===== config.mk =====
export PLATFORM = sky130hd
export DESIGN_NAME = rdss_digit
export DESIGN_NICKNAME = d
export VERILOG_FILES = /design/src/sv/rdss_pkg.sv /design/src/sv/rdss_digit.sv
export SDC_FILE = /design/constraint.sdc
export NUM_CORES = 1
export LEC_CHECK = 0
export ABC_AREA = 1
export BUFFER_PORTS_ARGS = -buffer_cell sky130_fd_sc_hd__buf_2
export CORE_MARGIN = 10
export CORE_UTILIZATION = 55
export DETAILED_ROUTE_END_ITERATION = 16
export PLACE_DENSITY_LB_ADDON = 0.08
export SLEW_MARGIN = 20
export SYNTH_ARGS = -nofsm -noshare
export SYNTH_HDL_FRONTEND = slang
export SYNTH_SLANG_ARGS = --single-unit

===== constraint.sdc =====
create_clock -name clk -period 7.1 [get_ports clk]
set_input_delay 1.065 -clock clk [delete_from_list [all_inputs] [get_ports clk]]
set_output_delay 1.065 -clock clk [all_outputs]
set_load 0.05 [all_outputs]

===== src/sv/rdss_pkg.sv =====
// Shared types, constants and lookup functions for the radix digit display block.
`default_nettype none
package rdss_pkg;

  localparam int DIGIT_COUNT = 5;
  localparam int FIELD_COUNT = 5;
  localparam int VALUE_W     = 16;
  localparam int RADIX_W     = 5;
  localparam int SEG_W       = 8;
  localparam int DIGIT_W     = 4;
  localparam int RECIP_SHIFT = 21;
  localparam int RECIP_W     = 21;
  localparam int PROD_W      = VALUE_W + RECIP_W;
  localparam int PATS_BYTES  = (DIGIT_COUNT > FIELD_COUNT) ? DIGIT_COUNT : FIELD_COUNT;
  localparam int PATS_W      = PATS_BYTES * SEG_W;

  localparam logic [RADIX_W-1:0] RADIX_MIN   = 5'd2;
  localparam logic [RADIX_W-1:0] RADIX_MAX   = 5'd16;
  localparam logic [RADIX_W-1:0] RADIX_RESET = 5'd10;

  typedef struct packed {
    logic [VALUE_W-1:0] value;
    logic [PATS_W-1:0]  pats;
  } beat_t;

  // clamp the programmed base into 2..16
  function automatic logic [RADIX_W-1:0] eff_radix(input logic [RADIX_W-1:0] r);
    logic [RADIX_W-1:0] res;
    res = r;
    if (r < RADIX_MIN) res = RADIX_MIN;
    if (r > RADIX_MAX) res = RADIX_MAX;
    return res;
  endfunction

  // ceil(2^21 / d): exact quotient for any 16-bit dividend and d in 2..16
  function automatic logic [RECIP_W-1:0] recip(input logic [RADIX_W-1:0] d);
    logic [RECIP_W-1:0] m;
    case (d)
      5'd2:    m = 21'd1048576;
      5'd3:    m = 21'd699051;
      5'd4:    m = 21'd524288;
      5'd5:    m = 21'd419431;
      5'd6:    m = 21'd349526;
      5'd7:    m = 21'd299594;
      5'd8:    m = 21'd262144;
      5'd9:    m = 21'd233017;
      5'd10:   m = 21'd209716;
      5'd11:   m = 21'd190651;
      5'd12:   m = 21'd174763;
      5'd13:   m = 21'd161320;
      5'd14:   m = 21'd149797;
      5'd15:   m = 21'd139811;
      5'd16:   m = 21'd131072;
      default: m = 21'd131072;
    endcase
    return m;
  endfunction

  // bit 0 bottom, 1 middle, 2 top, 3 upper-left, 4 upper-right,
  // 5 lower-left, 6 lower-right, 7 spare
  function automatic logic [SEG_W-1:0] seg_pattern(input logic [DIGIT_W-1:0] dig);
    logic [SEG_W-1:0] p;
    case (dig)
      4'h0:    p = 8'hFD;
      4'h1:    p = 8'h50;
      4'h2:    p = 8'hB7;
      4'h3:    p = 8'hD7;
      4'h4:    p = 8'hDA;
      4'h5:    p = 8'hCF;
      4'h6:    p = 8'hEF;
      4'h7:    p = 8'hD4;
      4'h8:    p = 8'hFF;
      4'h9:    p = 8'hDF;
      4'hA:    p = 8'hFE;
      4'hB:    p = 8'hEB;
      4'hC:    p = 8'hAD;
      4'hD:    p = 8'hF3;
      4'hE:    p = 8'hAF;
      4'hF:    p = 8'hAE;
      default: p = 8'hFD;
    endcase
    return p;
  endfunction

endpackage
`default_nettype wire


===== src/sv/rdss_digit.sv =====
// One digit step: reciprocal multiply stage, then remainder and segment lookup stage.
`default_nettype none
module rdss_digit (
  input  wire logic                          clk,
  input  wire logic                          rst,
  input  wire logic [rdss_pkg::RADIX_W-1:0]  radix_eff,
  input  wire logic [rdss_pkg::RECIP_W-1:0]  radix_recip,
  input  wire logic                          in_valid,
  output logic                               in_ready,
  input  wire rdss_pkg::beat_t               in_beat,
  output logic                               out_valid,
  input  wire logic                          out_ready,
  output rdss_pkg::beat_t                    out_beat
);

  // multiply stage
  logic                            m_vld;
  logic                            m_ready;
  logic [rdss_pkg::VALUE_W-1:0]    m_value;
  logic [rdss_pkg::VALUE_W-1:0]    m_quot;
  logic [rdss_pkg::PATS_W-1:0]     m_pats;
  logic [rdss_pkg::PROD_W-1:0]     prod;

  // remainder stage
  logic                            r_vld;
  logic                            r_ready;
  rdss_pkg::beat_t                 r_beat;
  logic [rdss_pkg::RADIX_W+rdss_pkg::VALUE_W-1:0] back;
  logic [rdss_pkg::DIGIT_W-1:0]    dig;
  logic [rdss_pkg::PATS_W-1:0]     pats_next;

  assign r_ready  = !r_vld || out_ready;
  assign m_ready  = !m_vld || r_ready;
  assign in_ready = m_ready;

  assign prod = rdss_pkg::PROD_W'(in_beat.value) * rdss_pkg::PROD_W'(radix_recip);

  always_ff @(posedge clk) begin
    if (rst) begin
      m_vld <= 1'b0;
    end else if (m_ready) begin
      m_vld <= in_valid;
    end
    if (m_ready && in_valid) begin
      m_value <= in_beat.value;
      m_quot  <= prod[rdss_pkg::RECIP_SHIFT +: rdss_pkg::VALUE_W];
      m_pats  <= in_beat.pats;
    end
  end

  // remainder is below 16, so the low nibble of the difference is exact
  assign back = (rdss_pkg::RADIX_W+rdss_pkg::VALUE_W)'(m_quot)
              * (rdss_pkg::RADIX_W+rdss_pkg::VALUE_W)'(radix_eff);
  assign dig  = m_value[rdss_pkg::DIGIT_W-1:0] - back[rdss_pkg::DIGIT_W-1:0];

  always_comb begin
    pats_next = m_pats >> rdss_pkg::SEG_W;
    pats_next[rdss_pkg::DIGIT_COUNT*rdss_pkg::SEG_W-1 -: rdss_pkg::SEG_W] =
      rdss_pkg::seg_pattern(dig);
  end

  always_ff @(posedge clk) begin
    if (rst) begin
      r_vld <= 1'b0;
    end else if (r_ready) begin
      r_vld <= m_vld;
    end
    if (r_ready && m_vld) begin
      r_beat.value <= m_quot;
      r_beat.pats  <= pats_next;
    end
  end

  assign out_valid = r_vld;
  assign out_beat  = r_beat;

endmodule
`default_nettype wire


After elaboration in Yosys (flattened, before gate mapping)
Memory sizes are Yosys's and may differ from the RTL's. A register that Yosys moved wholly into a read port is not among the register bits. Index checks and enable logic that the tools add are counted.

Bits in latches: 0. Memory bits (writable): 0. Memories kept: 1. ROM bits: 128. Output and inout bits: 58. Bits in registers: 118. Logic and storage cells: 17.

Memory list: (name not given) (depth 16, bits a word 8, read ports 1, clocked after Yosys merged registers in 1, wr ports 0, line rdss_pkg.sv:63) `case (dig)`.

Equality and inequality tests: 0. Shift operators: 0. Div/mod/pow operators: 0. Multipliers: 2. Add/subtract/negate cells: 1. Muxes and demuxes: 0. Order comparisons: 0. Reductions and logical operators: 6. Bitwise logic cells: 0.

Operator list (count): $mul 16x21->37 (1); $mul 16x5->4 (1); $sub 4x4->4 (1); $logic_and 1x1->1 (2); $logic_not 1->1 (2); $logic_or 1x1->1 (2).

Logic depth before layout (Yosys ltp)
Gate-level depths: netlist of run 1.

Depth after elaboration: 4. Mapped depth: 29. Depth with buffers taken out: 27.

Worst setup path after synthesis of run 1
OpenSTA, ideal clock, no wires.

Path kind: input port to flip-flop. From: in in_beat[41] (netlist bit). To: reg m_quot[12] (netlist bit), data pin. Required time: 6.848 ns. Stages on the path: 24. Path slack: 0.806 ns. Arrival time: 6.042 ns. Path buffers: 2. Cells stage by stage: clkbuf_1 clkbuf_1 nand2_1 fa_1 inv_1 fa_1 inv_1 fa_1 inv_1 fa_1 fa_1 inv_1 fa_1 inv_1 ha_1 a21oi_1 a21boi_1 o21ai_0 inv_1 nor2_1 nor2_1 nand2_1 nand2_1 nand2_1.

Word-level cells in the longest chain between the ends: 1.

Ends and longest elaborated chain: from (decl) (line rdss_digit.sv:10) `input wire rdss_pkg::beat_t in_beat,`; $mul 16x21->37 (line rdss_digit.sv:36) `assign prod = rdss_pkg::PROD_W'(in_beat.value) * rdss_pkg::PROD_W'(radix_recip);`; named net prod, one bit (line rdss_digit.sv:22) `logic [rdss_pkg::PROD_W-1:0] prod;`; to (signal assigned) (line rdss_digit.sv:46) `m_quot <= prod[rdss_pkg::RECIP_SHIFT +: rdss_pkg::VALUE_W];`; to (decl) (line rdss_digit.sv:20) `logic [rdss_pkg::VALUE_W-1:0] m_quot;`.

The timed path passes the listed nets, and every way through them passes these cells. A chain may end at the register's enable or synchronous reset.

Worst setup path after layout of run 1
From: in in_beat[42] (netlist bit). To: reg m_quot[12] (netlist bit), data pin.

Same word-level chain as after synthesis.

==> out/qor.yml, run 1 <==
status:
  status: "completed"
sta:
  setup_violations: 0
  post-route-period-util: 0.882
  min_period_ns: 6.26
  fmax_ghz: 0.160
  fin_tns_setup_ns: 0
  rsz0062_at_grt: "false"
  max_slew.worst_pin.slew_ns: 0.900
  clock_skew_ns: 0.00831
  finalMaxSlewViolations: 0
  hold_viol: 0
  slew_headroom: 0.400
  setup_ws_ns: 0.838
clock_tree:
  post_cts_resized: 0
  ctsHoldBuffers: 0
  cts-root-buf: "clkbuf_16"
  cts.clk_slew.worst_paths_ns: 0.07
  clock_latency_ns: 0.34
  cts_tree: "done"
  cts_max_level: 3
  post_cts_buffers: 0
  cts.sinks: 110
  clk_path_buf_depth: 2
  cts_made_buffers: 9
worst_setup_path:
  worstPathArrival_ns: 6.35
  worst-setup-path-type: "input pin to flop"
  worstPathMaxFanout: 22
  worstPathRequired_ns: 7.19
  cp-start-kind: "input pin"
  worstReg2RegStart: "m_quot[0]"
  crit_path_end_kind: "flop"
  startpoint: "in_beat[42]"
drt:
  post_drt_via_cell_ratio: 4.91
  vias: 11241
  drt_iter0_markers: 557
  final_antenna_net_count: 0
  routed_wl_um: 33700
  drtPass1Iterations: 5
  drc_errors: 0
  wire_per_inst_um: 14.7
cells_and_area:
  fin_nets: 2378
  final_area_um2: 16700
  final.fill_count: 2595
  drive_gt1_frac: 0.0863
  syn_to_final_growth_pct: 7.77
  final_cells: 2289
  layout_commonest_cell: "inv_1"
  layout_common_cells: "inv_1, nand2_1, fa_1"
  diodes: 0
  multi_input_area_um2: 9900
  seqCellArea_um2: 3280
synthesis:
  synth_cell_types: 29
  yosysWarningCount: 0
  synth_nets: 2300
  synth_seq_cells: 110
  yosysSeqAreaShare: 0.212
  postSynthAreaPerCell_um2: 8.45
  syn_inst: 1828
  synthesis.area_um2: 15500
floorplan:
  die_h_um: 188
  die-area_um2: 35200
  rows: 61
  fp.coreArea_um2: 27800
  die_width_um: 188
  start_util: 0.556
  io-pin-count: 144
global_route:
  grt_pass1_vias: 11861
  antenna_found_initial: 0
  track_usage: 0.198
  grt_pass1_wl_um: 57500
  grt_max_degree: 53
  grt-ovfl-total: 0
place:
  dp_hpwl_um: 28500
  port_buffers: 134
  place_inst: 2273
  pre_cts_ws_ns: 0.495
  gp_congestion: 0.885
  placed_area_um2: 16400
min_path:
  hp-start: "m_pats[39]"
  hp-class: "flop to flop"
flow_run:
  cap_violations: 0
==> stage by stage <==
step | utilization | hold WS (ns)
6_report | 0.599 | 0.419
5_1_grt | 0.599 | 0.425
4_1_cts | 0.599 | 0.421
3_5_place_dp | 0.589 | 0.405
3_3_place_gp | 0.589 | 0.400
2_1_floorplan | - | 0.400
==> cell usage after synthesis <==
| cell type | n | area share |
|---|---|---|
| a21boi_0 | 3 | 0.0015 |
| a21o_1 | 5 | 0.0024 |
| a31oi_1 | 2 | 0.00081 |
| a21boi_1 | 1 | 0.00049 |
| edfxtp_1 | 108 | 0.21 |
| dfxtp_1 | 2 | 0.0026 |
| xor2_1 | 11 | 0.0062 |
| fa_1 | 266 | 0.34 |
| nand2_1 | 505 | 0.12 |
| ha_1 | 120 | 0.097 |
| clkbuf_1 | 71 | 0.017 |
| nand3b_1 | 2 | 0.00097 |
| nor2_2 | 1 | 0.00041 |
| nand4_1 | 1 | 0.00041 |
| o21bai_1 | 10 | 0.0049 |
| xnor2_1 | 5 | 0.0028 |
| o21ai_2 | 1 | 0.00057 |
| nand2_2 | 6 | 0.0024 |
| inv_1 | 534 | 0.13 |
| nand3_1 | 36 | 0.012 |
| or2_2 | 2 | 0.00081 |
| a21oi_1 | 33 | 0.011 |
| o211ai_1 | 2 | 0.00097 |
| o21a_1 | 3 | 0.0015 |
| a211oi_1 | 1 | 0.00049 |
| nor3_1 | 9 | 0.0029 |
| o21ai_0 | 22 | 0.0071 |
| nor2_1 | 65 | 0.016 |
| buf_2 | 1 | 0.00032 |
==> routing by layer <==
layer / global-route usage / share of wire / up-vias
met4: 0.0289 / 0.011 / 0
met3: 0.0291 / 0.052 / 36
met2: 0.352 / 0.51 / 257
met1: 0.255 / 0.43 / 5534
met5: 0 / 0 / -
li1: - / - / 5414
==> cell families after synthesis <==
group / after synthesis / share of synthesized area
AOI/OAI and AO/OA: 83 / 0.0313
xor gates and xnor gates: 16 / 0.00907
adders and majority gates: 386 / 0.442
buffers and inverters: 606 / 0.147
DFF: 110 / 0.212
and+or+nand+nor: 627 / 0.158
==> worst max-delay path: stages <==
cell      delay (ns)
buf_2           0.42
nand2_1         0.15
fa_1            0.51
inv_1           0.05
fa_1            0.53
inv_1           0.05
fa_1            0.50
inv_1           0.05
fa_1            0.53
inv_1           0.06
fa_1            0.48
inv_1           0.05
fa_1            0.45
ha_1            0.31
a21oi_1         0.20
nor2_1          0.06
nor2_1          0.17
a21boi_0        0.24
o21ai_2         0.11
nand2_1         0.14
nand2_1         0.07
nand2_1         0.06
nand2_1         0.07
==> final cells by class <==
class                   instances  area share
multi-input cells            1112       0.595
flip-flops and latches        110       0.197
inverters                     534       0.120
repair buffers                139      0.0425
well taps                     378      0.0284
clock buffers                  12      0.0148
clock inverters                 4     0.00188
==> sequential cells by signal, summed over array words and instances, names as in the netlist <==
signal / cells
out_beat: 56
m_pats: 32
m_vld: 1
out_valid: 1
m_quot: 16
m_value: 4
==> path summary, 6_finish.rpt <==
kind,to,slack (ns),cells past startpoint
worst max-delay path,m_quot[12],0.84,23
worst min-delay path,out_beat[31],0.42,0
worst max register to register,out_beat[38],3.90,13
worst min register to register,out_beat[31],0.42,0
Power of run 1 is not shown: default switching activity piles up to over one toggle a cycle in this logic, so the estimate is an artifact.
==> run 2: changes to the inputs <==
CORE_ASPECT_RATIO = 1.5   (was not set)
==> out/qor.yml, run 2 (same netlist as run 1, synthesis figures left out) <==
clock_tree:
  clock_latency_ns: 0.33
  cts_max_level: 3
  post_cts_buffers: 0
  cts.clk_slew.worst_paths_ns: 0.07
  cts_made_buffers: 9
  cts-root-buf: "clkbuf_16"
  clk_path_buf_depth: 2
  cts.sinks: 110
  ctsHoldBuffers: 0
  cts_tree: "done"
  post_cts_resized: 0
worst_setup_path:
  crit_family: "adder cells"
  crit_chain: "buf_2 > nand2_1 > fa_1 > inv_1 > fa_1 > inv_1 > fa_1 > inv_1 > fa_1 > fa_1 > inv_1 > fa_1 > inv_1 > ha_1 > nand2_1 > nand2_1 > a31oi_1 > a21boi_0 > nor2_1 > nor2_1 > nand2_1 > nand2_1 > nand2_1"
  slowest_delay_ns: 0.57
  worstSetupEndpoint: "m_quot[7]"
  cp-start-kind: "input pin"
  cp.depth: 23
  rr_worst_depth: 13
  crit_path_end_kind: "flop"
  worstPathRequired_ns: 7.20
  worstReg2RegStart: "m_quot[0]"
  worst-setup-path-type: "input pin to flop"
  rr_endpoint: "out_beat[38]"
  cp_slowest_cell: "fa_1"
  startpoint: "in_beat[44]"
  critPathBufInv: 6
  ff2ff_setup_slack_ns: 3.95
  worstPathMaxFanout: 21
  worstPathArrival_ns: 6.40
sta:
  rsz0062_at_grt: "false"
  setup_violations: 0
  fin_tns_setup_ns: 0
  slew_headroom: 0.425
  post-route-period-util: 0.887
  hold_viol: 0
  min_period_ns: 6.30
  fmax_ghz: 0.159
  finalMaxSlewViolations: 0
  max_slew.worst_pin.slew_ns: 0.861
  clock_skew_ns: 0.00707
floorplan:
  die-area_um2: 35300
  io-pin-count: 144
  die_width_um: 157
  die_h_um: 225
  start_util: 0.554
  rows: 75
  fp.coreArea_um2: 27900
global_route:
  grt_max_degree: 57
  track_usage: 0.212
  grt-ovfl-total: 0
  grt_pass1_wl_um: 60000
  grt_pass1_vias: 12432
  antenna_found_initial: 0
place:
  dp_hpwl_um: 30100
  gp_congestion: 0.916
  port_buffers: 134
drt:
  drt_iter0_markers: 461
  final_antenna_net_count: 0
  drtPass1Iterations: 5
  wire_per_inst_um: 15.8
  post_drt_via_cell_ratio: 5.06
  drc_errors: 0
  vias: 11434
  routed_wl_um: 35700
status:
  status: "completed"
cells_and_area:
  drive_gt1_frac: 0.0883
  layout_common_cells: "inv_1, nand2_1, fa_1"
  fin_nets: 2381
  layout_commonest_cell: "inv_1"
  largest_reg_flops: 56
  syn_to_final_growth_pct: 7.84
  diodes: 0
flow_run:
  cap_violations: 0
min_path:
  hp-start: "m_pats[37]"
  hp-class: "flop to flop"
-- run 2: changes by cell type in the layout (fill, tap and decap cells not counted) --
| cell | delta |
|---|---|
| clkinv_2 | -1 |
| buf_4 | +3 |
| bufinv_16 | +1 |
| clkbuf_1 | -2 |
| inv_8 | +1 |
| clkinvlp_4 | +2 |
| inv_6 | -2 |
| clkbuf_8 | -1 |
| clkinv_8 | +1 |
-- run 2: worst min-delay path by stage --
| stage | endpoint | slack, ns | depth (start not counted) |
|---|---|---|---|
| after floorplan | out_beat[0] | 0.40 | 0 |
| after global placement | out_beat[30] | 0.40 | 0 |
| after detailed placement | out_beat[29] | 0.40 | 0 |
| after CTS | out_beat[29] | 0.42 | 0 |
| after global routing | out_beat[8] | 0.42 | 0 |
| final | out_beat[29] | 0.42 | 0 |
-- run 2: worst reg2reg max path, cell delays in order, from the launching register on --
cell and delay, ns:
edfxtp_1 0.46, nand2_1 0.15, inv_1 0.06, ha_1 0.28, xor2_1 0.18, xor2_1 0.21, inv_1 0.07, ha_1 0.28
xnor2_1 0.44, inv_1 0.16, ha_1 0.22, or2_2 0.28, nand2_1 0.07, nand2_1 0.04
-- run 2: stage by stage --
step                setup WS [ns]  hold WS [ns]  std cells   util  area, µm²
CTS                         0.765         0.420       2259  0.598      16700
finish                      0.802         0.416       2259  0.598      16700
global route                0.499         0.424       2259  0.598      16700
floorplan                   0.806         0.400       1828      -      15500
global placement            0.470         0.400       2244  0.587      16400
detailed placement          0.394         0.405       2244  0.587      16400
-- run 2: metal layers --
layer	global-route usage	part of all wire	wire [µm]	up-vias
li1	-	-	-	5429
met2	0.404	0.55	19500	305
met3	0.0176	0.054	1920	54
met5	0	0	0	-
met1	0.240	0.37	13300	5646
met4	0.0693	0.026	934	0
-- run 2: cell type report --
class	count	area [µm²]
clock buffer	9	225
clock inverter	6	81.3
fill	2559	11200
inverter	534	2010
multi-input combinational	1112	9900
sequential	110	3280
tap	346	433
timing repair buffer	142	731
Power of run 2 is left out for the same reason.
